### src/rtl/core/wss_pkg.sv
package wss_pkg;

    localparam int DEF_MAX_ENTRIES = 1024;
    localparam int DEF_WEIGHT_BITS = 32;

    localparam int TOTAL_W = 42;
    localparam int SCORE_W = 43;

    localparam logic [TOTAL_W-1:0] TOTAL_MAX = {TOTAL_W{1'b1}};
    localparam logic signed [SCORE_W-1:0] SCORE_MAX = {1'b0, {(SCORE_W-1){1'b1}}};
    localparam logic signed [SCORE_W-1:0] SCORE_MIN = {1'b1, {(SCORE_W-1){1'b0}}};

    typedef enum logic [1:0] {
        ST_OK    = 2'd0,
        ST_EMPTY = 2'd1,
        ST_FULL  = 2'd2
    } t_status;

    typedef enum logic [1:0] {
        K_ADD    = 2'd0,
        K_SAMPLE = 2'd1,
        K_EMPTY  = 2'd2,
        K_FULL   = 2'd3
    } t_kind;

    typedef struct packed {
        logic [30:0]        pos;
        logic [7:0]         ref_a;
        logic [7:0]         alt_a;
        logic [31:0]        weight;
        logic signed [15:0] offset;
        logic signed [31:0] score;
    } t_site_rec;

    typedef struct packed {
        logic  capture;
        logic  add_wr;
        logic  scale;
        logic  target;
        logic  step;
        logic  out_load;
        t_kind kind;
    } t_dp_cmd;

    typedef struct packed {
        logic empty;
        logic full;
        logic search_open;
    } t_dp_stat;

endpackage

### src/rtl/core/wss_ctrl.sv
module wss_ctrl (
    input  logic              i_clk,
    input  logic              i_rst_n,
    input  logic              i_valid,
    output logic              o_ready,
    input  logic              i_action,
    output logic              o_valid,
    input  logic              i_ready,
    input  wss_pkg::t_dp_stat i_stat,
    output wss_pkg::t_dp_cmd  o_cmd
);

    typedef enum logic [6:0] {
        S_IDLE   = 7'b0000001,
        S_ADD    = 7'b0000010,
        S_SCALE  = 7'b0000100,
        S_TGT    = 7'b0001000,
        S_SRD    = 7'b0010000,
        S_SCMP   = 7'b0100000,
        S_RESULT = 7'b1000000
    } t_state;

    t_state        r_state, n_state;
    wss_pkg::t_kind r_kind, n_kind;
    logic          r_out_valid;
    logic          accept;
    logic          load;

    assign o_ready = (r_state == S_IDLE);
    assign accept  = i_valid && o_ready;
    assign load    = (r_state == S_RESULT) && (!r_out_valid || i_ready);
    assign o_valid = r_out_valid;

    always_comb begin
        n_state = r_state;
        n_kind  = r_kind;
        case (r_state)
            S_IDLE: begin
                if (accept) begin
                    if (!i_action) begin
                        if (i_stat.full) begin
                            n_kind  = wss_pkg::K_FULL;
                            n_state = S_RESULT;
                        end else begin
                            n_kind  = wss_pkg::K_ADD;
                            n_state = S_ADD;
                        end
                    end else begin
                        if (i_stat.empty) begin
                            n_kind  = wss_pkg::K_EMPTY;
                            n_state = S_RESULT;
                        end else begin
                            n_kind  = wss_pkg::K_SAMPLE;
                            n_state = S_SCALE;
                        end
                    end
                end
            end
            S_ADD:    n_state = S_RESULT;
            S_SCALE:  n_state = S_TGT;
            S_TGT:    n_state = S_SRD;
            S_SRD:    n_state = i_stat.search_open ? S_SCMP : S_RESULT;
            S_SCMP:   n_state = S_SRD;
            S_RESULT: begin
                if (load) begin
                    n_state = S_IDLE;
                end
            end
            default:  n_state = S_IDLE;
        endcase
    end

    always_ff @(posedge i_clk) begin
        if (!i_rst_n) begin
            r_state     <= S_IDLE;
            r_kind      <= wss_pkg::K_ADD;
            r_out_valid <= 1'b0;
        end else begin
            r_state <= n_state;
            r_kind  <= n_kind;
            if (load) begin
                r_out_valid <= 1'b1;
            end else if (i_ready) begin
                r_out_valid <= 1'b0;
            end
        end
    end

    always_comb begin
        o_cmd.capture  = accept;
        o_cmd.add_wr   = (r_state == S_ADD);
        o_cmd.scale    = (r_state == S_SCALE);
        o_cmd.target   = (r_state == S_TGT);
        o_cmd.step     = (r_state == S_SCMP);
        o_cmd.out_load = load;
        o_cmd.kind     = r_kind;
    end

endmodule

### config.mk
export PLATFORM = sky130hd
export DESIGN_NAME = wss_ctrl
export DESIGN_NICKNAME = d
export VERILOG_FILES = /design/src/rtl/core/wss_pkg.sv /design/src/rtl/core/wss_ctrl.sv
export SDC_FILE = /design/constraint.sdc
export NUM_CORES = 1
export LEC_CHECK = 0
export ABC_AREA = 1
export ABC_CLOCK_PERIOD_IN_PS = 1120
export BUFFER_PORTS_ARGS = -buffer_cell sky130_fd_sc_hd__buf_2
export CELL_PAD_IN_SITES_DETAIL_PLACEMENT = 1
export CELL_PAD_IN_SITES_GLOBAL_PLACEMENT = 1
export CORE_MARGIN = 4
export CORE_UTILIZATION = 29
export CTS_CLUSTER_DIAMETER = 40
export CTS_CLUSTER_SIZE = 24
export DETAILED_ROUTE_END_ITERATION = 10
export PLACE_DENSITY_LB_ADDON = 0.05
export SYNTH_ARGS = -nofsm -noshare
export SYNTH_HDL_FRONTEND = slang
export SYNTH_SLANG_ARGS = --single-unit
### constraint.sdc
create_clock -name i_clk -period 1.12 [get_ports i_clk]
set_input_delay 0.056 -clock i_clk [delete_from_list [all_inputs] [get_ports i_clk]]
set_output_delay 0.056 -clock i_clk [all_outputs]
set_load 0.01 [all_outputs]
==> results of run 1 <==
power groups by stage:
stage                     combinational (uW)  sequential [uW]  clock (uW)
after global routing                     480              402         359
final                                    434              398         331
after CTS                                412              396         346
after global placement                   263              400           0
after detailed placement                 268              401           0
after floorplan                          180              402           0
cell families (layout without fill, tap and decap cells):
logic type | Yosys count | after routing | share of synthesized area, %
simple gates | 56 | 56 | 46.8
buf+inv | 22 | 58 | 16.3
compound gates | 3 | 3 | 2.57
flops | 10 | 10 | 34.3
worst min-delay path, stage by stage:
cell	delay (ns)
buf_2	0.10
inv_1	0.06
nor3_1	0.05
state kept, by name (all words and copies together) (netlist names):
signal,count
r_kind,2
o_valid,1
r_state,7
how the worst max path moves through the flow:
stage	from	slack (ns)	endpoint
global placement	r_state[0]	-0.09	r_state[0]
CTS	r_state[4]	-0.19	o_cmd[5]
detailed placement	r_state[0]	-0.14	r_state[0]
floorplan	r_state[5]	0.02	r_state[0]
global route	r_state[4]	-0.26	o_cmd[5]
finish	r_state[4]	-0.18	o_cmd[5]
synthesized netlist by cell type:
master | n | area (um^2)
a21oi_1 | 3 | 15.0
buf_4 | 2 | 15.0
clkinv_1 | 1 | 3.75
clkinv_4 | 1 | 8.76
dfxtp_1 | 10 | 200
inv_1 | 12 | 45.0
inv_2 | 6 | 22.5
nand2_1 | 19 | 71.3
nand2_2 | 3 | 18.8
nand2_4 | 1 | 11.3
nand3_1 | 8 | 40.0
nand4_1 | 1 | 6.26
nor2_1 | 15 | 56.3
nor2_2 | 1 | 6.26
nor2_4 | 2 | 22.5
nor3_1 | 4 | 20.0
nor3b_1 | 1 | 7.51
nor4_2 | 1 | 12.5
cell type report:
cell class	count	share of cell area (%)
multi-input combinational	59	37.2
timing repair buffer	34	26.5
sequential	10	21.1
inverter	20	8.38
clock buffer	4	3.68
tap	25	3.17
per-layer routing:
layer	GRT usage (%)	up-vias	share of wire, %
met3	3.99	2	5.6
met5	0	-	0
met1	19.6	293	46
met2	24.8	15	47
met4	5.11	0	0.81
li1	-	349	-
per-stage QoR:
| step | setup TNS, ns | hold slack (ns) | worst slack [ns] |
|---|---|---|---|
| 2_1_floorplan | 0 | 0.127 | 0.0232 |
| 3_3_place_gp | -0.249 | 0.261 | -0.0930 |
| 3_5_place_dp | -0.387 | 0.269 | -0.135 |
| 4_1_cts | -1.62 | 0.0433 | -0.186 |
| 5_1_grt | -2.72 | 0.0739 | -0.256 |
| 6_report | -1.37 | 0.0442 | -0.179 |
repair_timing:
| action | CTS | global route |
|---|---|---|
| hold endpoints to repair | 2 | 0 |
| endpoints found under the setup margin | 12 | 17 |
| hold buffers | 3 | 0 |
| buffers inserted | 9 | 1 |
| pin swaps | 11 | 7 |
| resized for setup | 26 | 12 |
==> results.json, run 1 <==
{
  "status": "complete, but fails checks",
  "violations": "setup timing",
  "cts_root_buf": "clkbuf_4",
  "port_buffers": 17,
  "die_w_um": 52.8,
  "final_common_cell": "buf_2",
  "grt_use_total_pct": 15.4,
  "synth.avg_cell_area_um2": 6.41,
  "syn_nets": 99,
  "grt_pass1_wl_mm": 3.18,
  "path_max_fanout": 4,
  "p_per_area_mw_per_mm2": 1180,
  "min_period_over_period_pct": 116,
  "holdPathEnd": "r_state[5]",
  "syn2layout_area_growth_pct": 69.1,
  "ys_types": 18,
  "syn_area_um2": 583,
  "r2r-end": "r_state[0]",
  "clkPwrFrac_pct": 28.4,
  "cts_tree": "built",
  "place_area_um2": 727,
  "p_seq_share_pct": 34.2,
  "multi_input_area_um2": 367,
  "combPwrFrac_pct": 37.3,
  "mostFrequentLayoutCells": "buf_2 (14), nand2_1 (11), inv_1 (10), nor2_1 (10), nand2_2 (10)",
  "coreArea_mm2": 0.00182,
  "synth_seq_cells": 10,
  "dp_hpwl_mm": 1.27,
  "clk_latency_ns": 0.26,
  "slew_headroom_pct": 75.2,
  "fmax_mhz": 770,
  "boundaryPins": 18,
  "grt_max_degree": 10,
  "antenna_found_initial": 0,
  "grt.overflow.total": 0,
  "cpLargestDelayFamily": "flip-flops",
  "path_class": "register to output port",
  "n_antenna_cell": 0,
  "grt_pass1_vias": 731,
  "synthCells": 91,
  "drt-wirelength-per-cell_um": 11.4,
  "setup_ws_ns": -0.179,
  "cts-htree-levels": 1,
  "p_leak_uw": 0.000489,
  "crit_required_ns": 1.06,
  "cp_data_arrival_time_ns": 1.24,
  "vias": 659,
  "drc_errors": 0,
  "hold_viol": 0,
  "finalCriticalPeriod_ns": 1.30,
  "initial_core_util_pct": 32.0,
  "clock_sinks": 10,
  "p_switching_uw": 370,
  "r2r-start": "r_state[4]",
  "crit_chain": "inv_2 > nand2_2 > nor2_4 > inv_2 > nor2_4 > buf_6 > buf_6",
  "fin_skew_ns": 0.00133,
  "ant_nets": 0,
  "clk_pin_slew_ns": 0.07,
  "synth-seq-area-share_pct": 34.3,
  "crit_buf_inv": 4,
  "peakVddDrop_mv": 0.657,
  "total_power_uw": 1160,
  "hp-start": "i_stat[0]",
  "vias_per_cell": 4.34,
  "hold_class": "input port to register",
  "drive_above_1_share_pct": 59.1,
  "drt_first_pass_iters": 4,
  "wl_mm": 1.73,
  "stdcell_count": 152,
  "reg2reg_slack_ns": -0.15,
  "final_util_pct": 54.2,
  "end_kind": "output port",
  "gp_congestion": 0.754,
  "critPathSlowestCell": "dfxtp_2",
  "min_path_cells": 3,
  "rsz0062_at_grt": "true",
  "regArea_um2": 208,
  "internal-power_uw": 793,
  "die_area_mm2": 0.00279,
  "numCtsBuffers": 3,
  "worst_pin_slew_ns": 0.370,
  "r2r_cells": 10,
  "fin_nets": 136,
  "dp_cells": 136,
  "dieHeight_um": 52.8,
  "crit_path_max_incr_delay_ns": 0.33,
  "start_kind": "register",
  "cap_viol_max_count": 0,
  "fp-row-count": 15,
  "swShare_pct": 31.8,
  "fill_cells": 248,
  "drt_iter0_drc": 3,
  "cts_max_path_buffers": 2,
  "finalMaxSlewViolations": 0,
  "yosysWarnings": 0,
  "setup_viol": 12,
  "cp.depth": 7,
  "fin_area_um2": 986
}
(Power assumes the default switching activity.)
==> run 2, diff against run 1 <==
--- a/config.mk
+++ b/config.mk
@@ -10,8 +10,9 @@
 export BUFFER_PORTS_ARGS = -buffer_cell sky130_fd_sc_hd__buf_2
 export CELL_PAD_IN_SITES_DETAIL_PLACEMENT = 1
 export CELL_PAD_IN_SITES_GLOBAL_PLACEMENT = 1
-export CORE_MARGIN = 4
-export CORE_UTILIZATION = 29
+export CORE_MARGIN = 10
+export CORE_UTILIZATION = 31
+export CTS_BUF_LIST = sky130_fd_sc_hd__clkbuf_8
 export CTS_CLUSTER_DIAMETER = 40
 export CTS_CLUSTER_SIZE = 24
 export DETAILED_ROUTE_END_ITERATION = 10
==> run 2 against run 1 <==
  * Largest power group unchanged
  * Cell count decreased by 4.6%
  * Hold slack got worse by 0.018 ns
  * Die area is 44% higher
  * Worst setup slack better by 0.031 ns
  * Global-route usage decreased by 6.5 points
  * Non-clock buffer count is 6 lower
  * Critical path depth increased by 1
  * Sequential share of layout area fell by 0.55 points
  * Count of clock-buffer cells in the layout fell by 1
  * The run still ends with setup timing left
  * Largest cell class unchanged
  * Register-to-register slack better by 0.04 ns
==> results.json, run 2 (synthesis gave the netlist of run 1 again) <==
{
  "syn2layout_area_growth_pct": 74.7,
  "crit_chain": "inv_4 > nand2_2 > nor2_4 > nand2_2 > inv_2 > nand2_4 > clkinv_4 > buf_6",
  "final_common_cell": "buf_2",
  "dieHeight_um": 63.4,
  "end_kind": "output port",
  "cts-htree-levels": 1,
  "p_per_area_mw_per_mm2": 1200,
  "drc_errors": 0,
  "drive_above_1_share_pct": 65.8,
  "numCtsBuffers": 3,
  "wl_mm": 1.94,
  "crit_required_ns": 1.06,
  "boundaryPins": 18,
  "pre_cts_ws_ns": -0.121,
  "hold_class": "input port to register",
  "setup_viol": 13,
  "grt_pass1_wl_mm": 2.98,
  "status": "complete, but fails checks",
  "fp-row-count": 15,
  "start_kind": "register",
  "die_area_mm2": 0.00402,
  "cts_root_buf": "clkbuf_8",
  "crit_buf_inv": 4,
  "worst_pin_slew_ns": 0.407,
  "n_antenna_cell": 0,
  "swShare_pct": 32.7,
  "crit_path_frequent_cell": "nand2_2",
  "vias_per_cell": 4.54,
  "grt_max_degree": 10,
  "p_seq_share_pct": 33.3,
  "combPwrFrac_pct": 37.7,
  "min_period_over_period_pct": 113,
  "cts_tree": "built",
  "rsz0062_at_grt": "true",
  "largest_reg_flops": 7,
  "max_flop_register": "r_state",
  "fin_nets": 130,
  "port_buffers": 17,
  "path_class": "register to output port",
  "crit_path_max_incr_delay_ns": 0.32,
  "coreArea_mm2": 0.00176,
  "grt_pass1_vias": 696,
  "peakVddDrop_mv": 0.724,
  "mostFrequentLayoutCells": "buf_2 (13), nand2_1 (11), nor2_1 (10)",
  "die_w_um": 63.4,
  "final_util_pct": 57.7,
  "clk_pin_slew_ns": 0.04,
  "p_switching_uw": 401,
  "hold_viol": 0,
  "ant_nets": 0,
  "p_leak_uw": 0.000486,
  "path_max_fanout": 4,
  "cp_data_arrival_time_ns": 1.21,
  "cap_viol_max_count": 0,
  "gp_congestion": 0.846,
  "finalCriticalPeriod_ns": 1.27,
  "drt_iter0_drc": 5,
  "dp_hpwl_mm": 1.30,
  "finalMaxSlewViolations": 0,
  "vias": 658,
  "internal-power_uw": 826,
  "drt-wirelength-per-cell_um": 13.4,
  "clkPwrFrac_pct": 28.9,
  "cts_max_path_buffers": 2,
  "grt_use_total_pct": 8.90,
  "drt_first_pass_iters": 2,
  "fmax_mhz": 789,
  "antenna_found_initial": 0,
  "clock_sinks": 10,
  "clk_latency_ns": 0.23,
  "slew_headroom_pct": 72.7,
  "grt.overflow.total": 0,
  "violations": "setup timing",
  "fin_skew_ns": 0.00297,
  "critPathSlowestCell": "dfxtp_2",
  "initial_core_util_pct": 33.0,
  "setup_ws_ns": -0.148,
  "cpLargestDelayFamily": "simple AND/OR/NAND/NOR gates"
}
## run 2: cell count changes in the layout (fill, tap and decap cells not counted), moves of 2 or more
cell / previous run / this run
clkbuf_8: 1 / 3
nand3_1: 8 / 4
nand3_2: 0 / 3
clkbuf_4: 3 / 0
dlygate4sd3_1: 3 / 0
nor3_1: 3 / 1
nand2_2: 10 / 5
inv_1: 10 / 8
dfxtp_2: 6 / 4
nand2_4: 2 / 7
## run 2: layout make-up
type / count / area [um^2]
clock buffer: 3 / 41.3
tap: 25 / 31.3
timing repair buffer: 28 / 208
sequential: 10 / 209
inverter: 20 / 85.1
multi-input combinational: 59 / 444
fill: 236 / 746
## run 2: timing repair
action / in CTS / in global routing
hold endpoints to repair: 0 / 0
hold buffers: 0 / 0
buffers inserted: 4 / 2
endpoints found under the setup margin: 12 / 16
resized for setup: 24 / 31
pin swaps: 7 / 10
## run 2: metal layers
metal | wire (um) | track usage [%] | vias up
li1 | - | - | 332
met1 | 791 | 10.1 | 297
met2 | 911 | 13.7 | 19
met3 | 143 | 3.53 | 10
met4 | 90 | 5.19 | 0
met5 | 0 | 0 | -
## run 2: per-stage QoR
stage | area [um^2] | cells | TNS (ns) | total power [uW] | hold WS, ns
global placement | 727 | 136 | -0.246 | 671 | 0.260
floorplan | 588 | 91 | 0 | 583 | 0.127
CTS | 878 | 143 | -0.999 | 1130 | 0.0194
detailed placement | 727 | 136 | -0.332 | 674 | 0.264
finish | 1020 | 145 | -1.27 | 1230 | 0.0258
global route | 1020 | 145 | -2.43 | 1300 | 0.0254
## run 2: worst paths after layout
path	startpoint	to	slack, ns	cells past startpoint
max	r_state[1]	o_cmd[7]	-0.15	8
min	i_rst_n	r_state[0]	0.03	2
max reg2reg	r_state[0]	r_state[6]	-0.11	9
min reg2reg	r_kind[1]	r_kind[1]	0.48	2
## run 2: power by group through the flow
stage                     clock, uW  sequential [uW]  combinational (uW)
after floorplan                   0              402                 180
after global placement            0              401                 270
after detailed placement          0              402                 272
after CTS                       364              401                 368
after global routing            381              411                 510
final                           355              409                 463
==> run 3, diff against run 2 <==
--- a/config.mk
+++ b/config.mk
@@ -10,7 +10,6 @@
 export BUFFER_PORTS_ARGS = -buffer_cell sky130_fd_sc_hd__buf_2
 export CELL_PAD_IN_SITES_DETAIL_PLACEMENT = 1
 export CELL_PAD_IN_SITES_GLOBAL_PLACEMENT = 1
-export CORE_MARGIN = 10
 export CORE_UTILIZATION = 31
 export CTS_BUF_LIST = sky130_fd_sc_hd__clkbuf_8
 export CTS_CLUSTER_DIAMETER = 40
==> run 3 against run 2 <==
  * The flow still finishes with violations (setup timing)
  * Fmax rose by 1.7%
  * Combinational power decreased by 15%
  * Sequential cell count stayed put
  * Core utilization fell by 3.0 points
  * Wire length shrank 10%
  * Non-clock buffer count increased by 1
  * Count of clock-buffer cells in the layout is 1 higher
==> results.json, run 3 (synthesis gave the netlist of run 1 again) <==
{
  "cp_data_arrival_time_ns": 1.19,
  "start_kind": "register",
  "p_per_area_mw_per_mm2": 1300,
  "min_period_over_period_pct": 111,
  "rsz0062_at_grt": "true",
  "coreArea_mm2": 0.00175,
  "clkPwrFrac_pct": 36.0,
  "drc_errors": 0,
  "grt.overflow.total": 0,
  "antenna_found_initial": 0,
  "fmax_mhz": 802,
  "combPwrFrac_pct": 31.8,
  "die_w_um": 45.4,
  "cts_max_path_buffers": 2,
  "boundaryPins": 18,
  "swShare_pct": 29.8,
  "grt_pass1_wl_mm": 2.55,
  "vias_per_cell": 4.46,
  "grt_max_degree": 10,
  "slew_headroom_pct": 75.6,
  "hold_class": "input port to register",
  "setup_ws_ns": -0.127,
  "regArea_um2": 206,
  "reg2reg_slack_ns": -0.11,
  "numCtsBuffers": 3,
  "wl_mm": 1.73,
  "path_class": "register to output port",
  "gp_congestion": 0.715,
  "cts_tree": "built",
  "port_buffers": 17,
  "max_flop_register": "r_state",
  "finalCriticalPeriod_ns": 1.25,
  "drt-wirelength-per-cell_um": 11.8,
  "die_area_mm2": 0.00206,
  "fp-row-count": 15,
  "fin_skew_ns": 0.00145,
  "hp-start": "i_action",
  "clk_pin_slew_ns": 0.05,
  "vias": 655,
  "hold_viol": 0,
  "r2r-start": "r_state[5]",
  "r2r-end": "r_state[6]",
  "r2r_cells": 9,
  "drt_iter0_drc": 10,
  "cts_hold_buf": 0,
  "dieHeight_um": 45.4,
  "cap_viol_max_count": 0,
  "violations": "setup timing",
  "drt_first_pass_iters": 4,
  "grt_use_total_pct": 17.5,
  "final_util_pct": 54.7,
  "crit_required_ns": 1.06,
  "holdPathEnd": "r_state[1]",
  "cts_root_buf": "clkbuf_8",
  "setup_viol": 13,
  "n_antenna_cell": 0,
  "fin_nets": 131,
  "p_leak_uw": 0.000474,
  "mostFrequentLayoutCells": "nand2_1 (14), buf_2 (14), nor2_1 (12)",
  "largest_reg_flops": 7,
  "hold_ws_ns": 0.0403,
  "worst_pin_slew_ns": 0.364,
  "fill_cells": 235,
  "syn2layout_area_growth_pct": 63.7,
  "finalMaxSlewViolations": 0,
  "cts-htree-levels": 1,
  "ant_nets": 0,
  "crit_path_start": "r_state[6]",
  "path_max_fanout": 4,
  "dp_hpwl_mm": 1.19,
  "end_kind": "output port",
  "clock_sinks": 10,
  "p_seq_share_pct": 32.1,
  "multi_input_area_um2": 377,
  "drive_above_1_share_pct": 56.6,
  "peakVddDrop_mv": 0.811,
  "min_path_cells": 2,
  "clk_latency_ns": 0.23,
  "total_power_uw": 1240,
  "p_switching_uw": 369,
  "initial_core_util_pct": 33.4,
  "status": "complete, but fails checks",
  "grt_pass1_vias": 634,
  "internal-power_uw": 869
}
## run 3: changes by cell type in the layout (fill, tap and decap cells not counted), moves of 2 or more
cell     previous run  this run
a21oi_1             0         3
inv_4               2         0
a21oi_2             3         0
buf_6               8         6
nand3_1             4         7
buf_4               7         9
nor2_1             10        12
nand2_4             7         5
nand3_2             3         1
nand2_1            11        14
## run 3: what timing repair did
item | in CTS | in global routing
buffers inserted | 6 | 1
resized for setup | 8 | 25
setup endpoints to repair | 11 | 15
pin swaps | 6 | 8
## run 3: cell type report
cell class              count  share of cell area, %
well taps                  25                   3.28
inverters                  20                   8.39
repair buffers             29                   21.5
flip-flops and latches     10                   21.6
multi-input cells          59                   39.4
clock buffers               4                   5.77
## run 3: through the flow
stage / worst slack (ns) / instances / cell area [um^2] / TNS (ns)
after global routing: -0.216 / 147 / 955 / -2.30
final: -0.127 / 147 / 955 / -1.11
after global placement: -0.0123 / 136 / 727 / -0.0123
after detailed placement: -0.0593 / 136 / 727 / -0.126
after floorplan: 0.0232 / 91 / 588 / 0
after CTS: -0.128 / 146 / 857 / -1.18
## run 3: how the worst max path moves through the flow
stage               cells past startpoint  slack, ns          to
global placement                        8      -0.01  r_state[0]
floorplan                               8       0.02  r_state[0]
global route                            9      -0.22  r_state[6]
CTS                                     6      -0.13    o_cmd[5]
detailed placement                      8      -0.06  r_state[0]
finish                                  5      -0.13    o_cmd[2]
## run 3: power groups by stage
stage	Sequential [uW]	Combinational [uW]	Clock (uW)
floorplan	402	180	0
global placement	399	264	0
detailed placement	400	271	0
CTS	394	330	460
global route	400	430	478
finish	398	394	446
## run 3: per-layer routing
metal,up-vias,GRT usage [%],part of all wire (%)
li1,336,-,-
met1,299,23.1,44
met2,18,28.7,52
met3,2,2.38,3.2
met4,0,7.27,0.98
met5,-,0,0
## run 3: critical path: stages (launching register included)
cell and delay (ns):
dfxtp_2 0.37, inv_1 0.05, nor2_1 0.16, nand2_1 0.09, nor2_1 0.14, buf_2 0.15
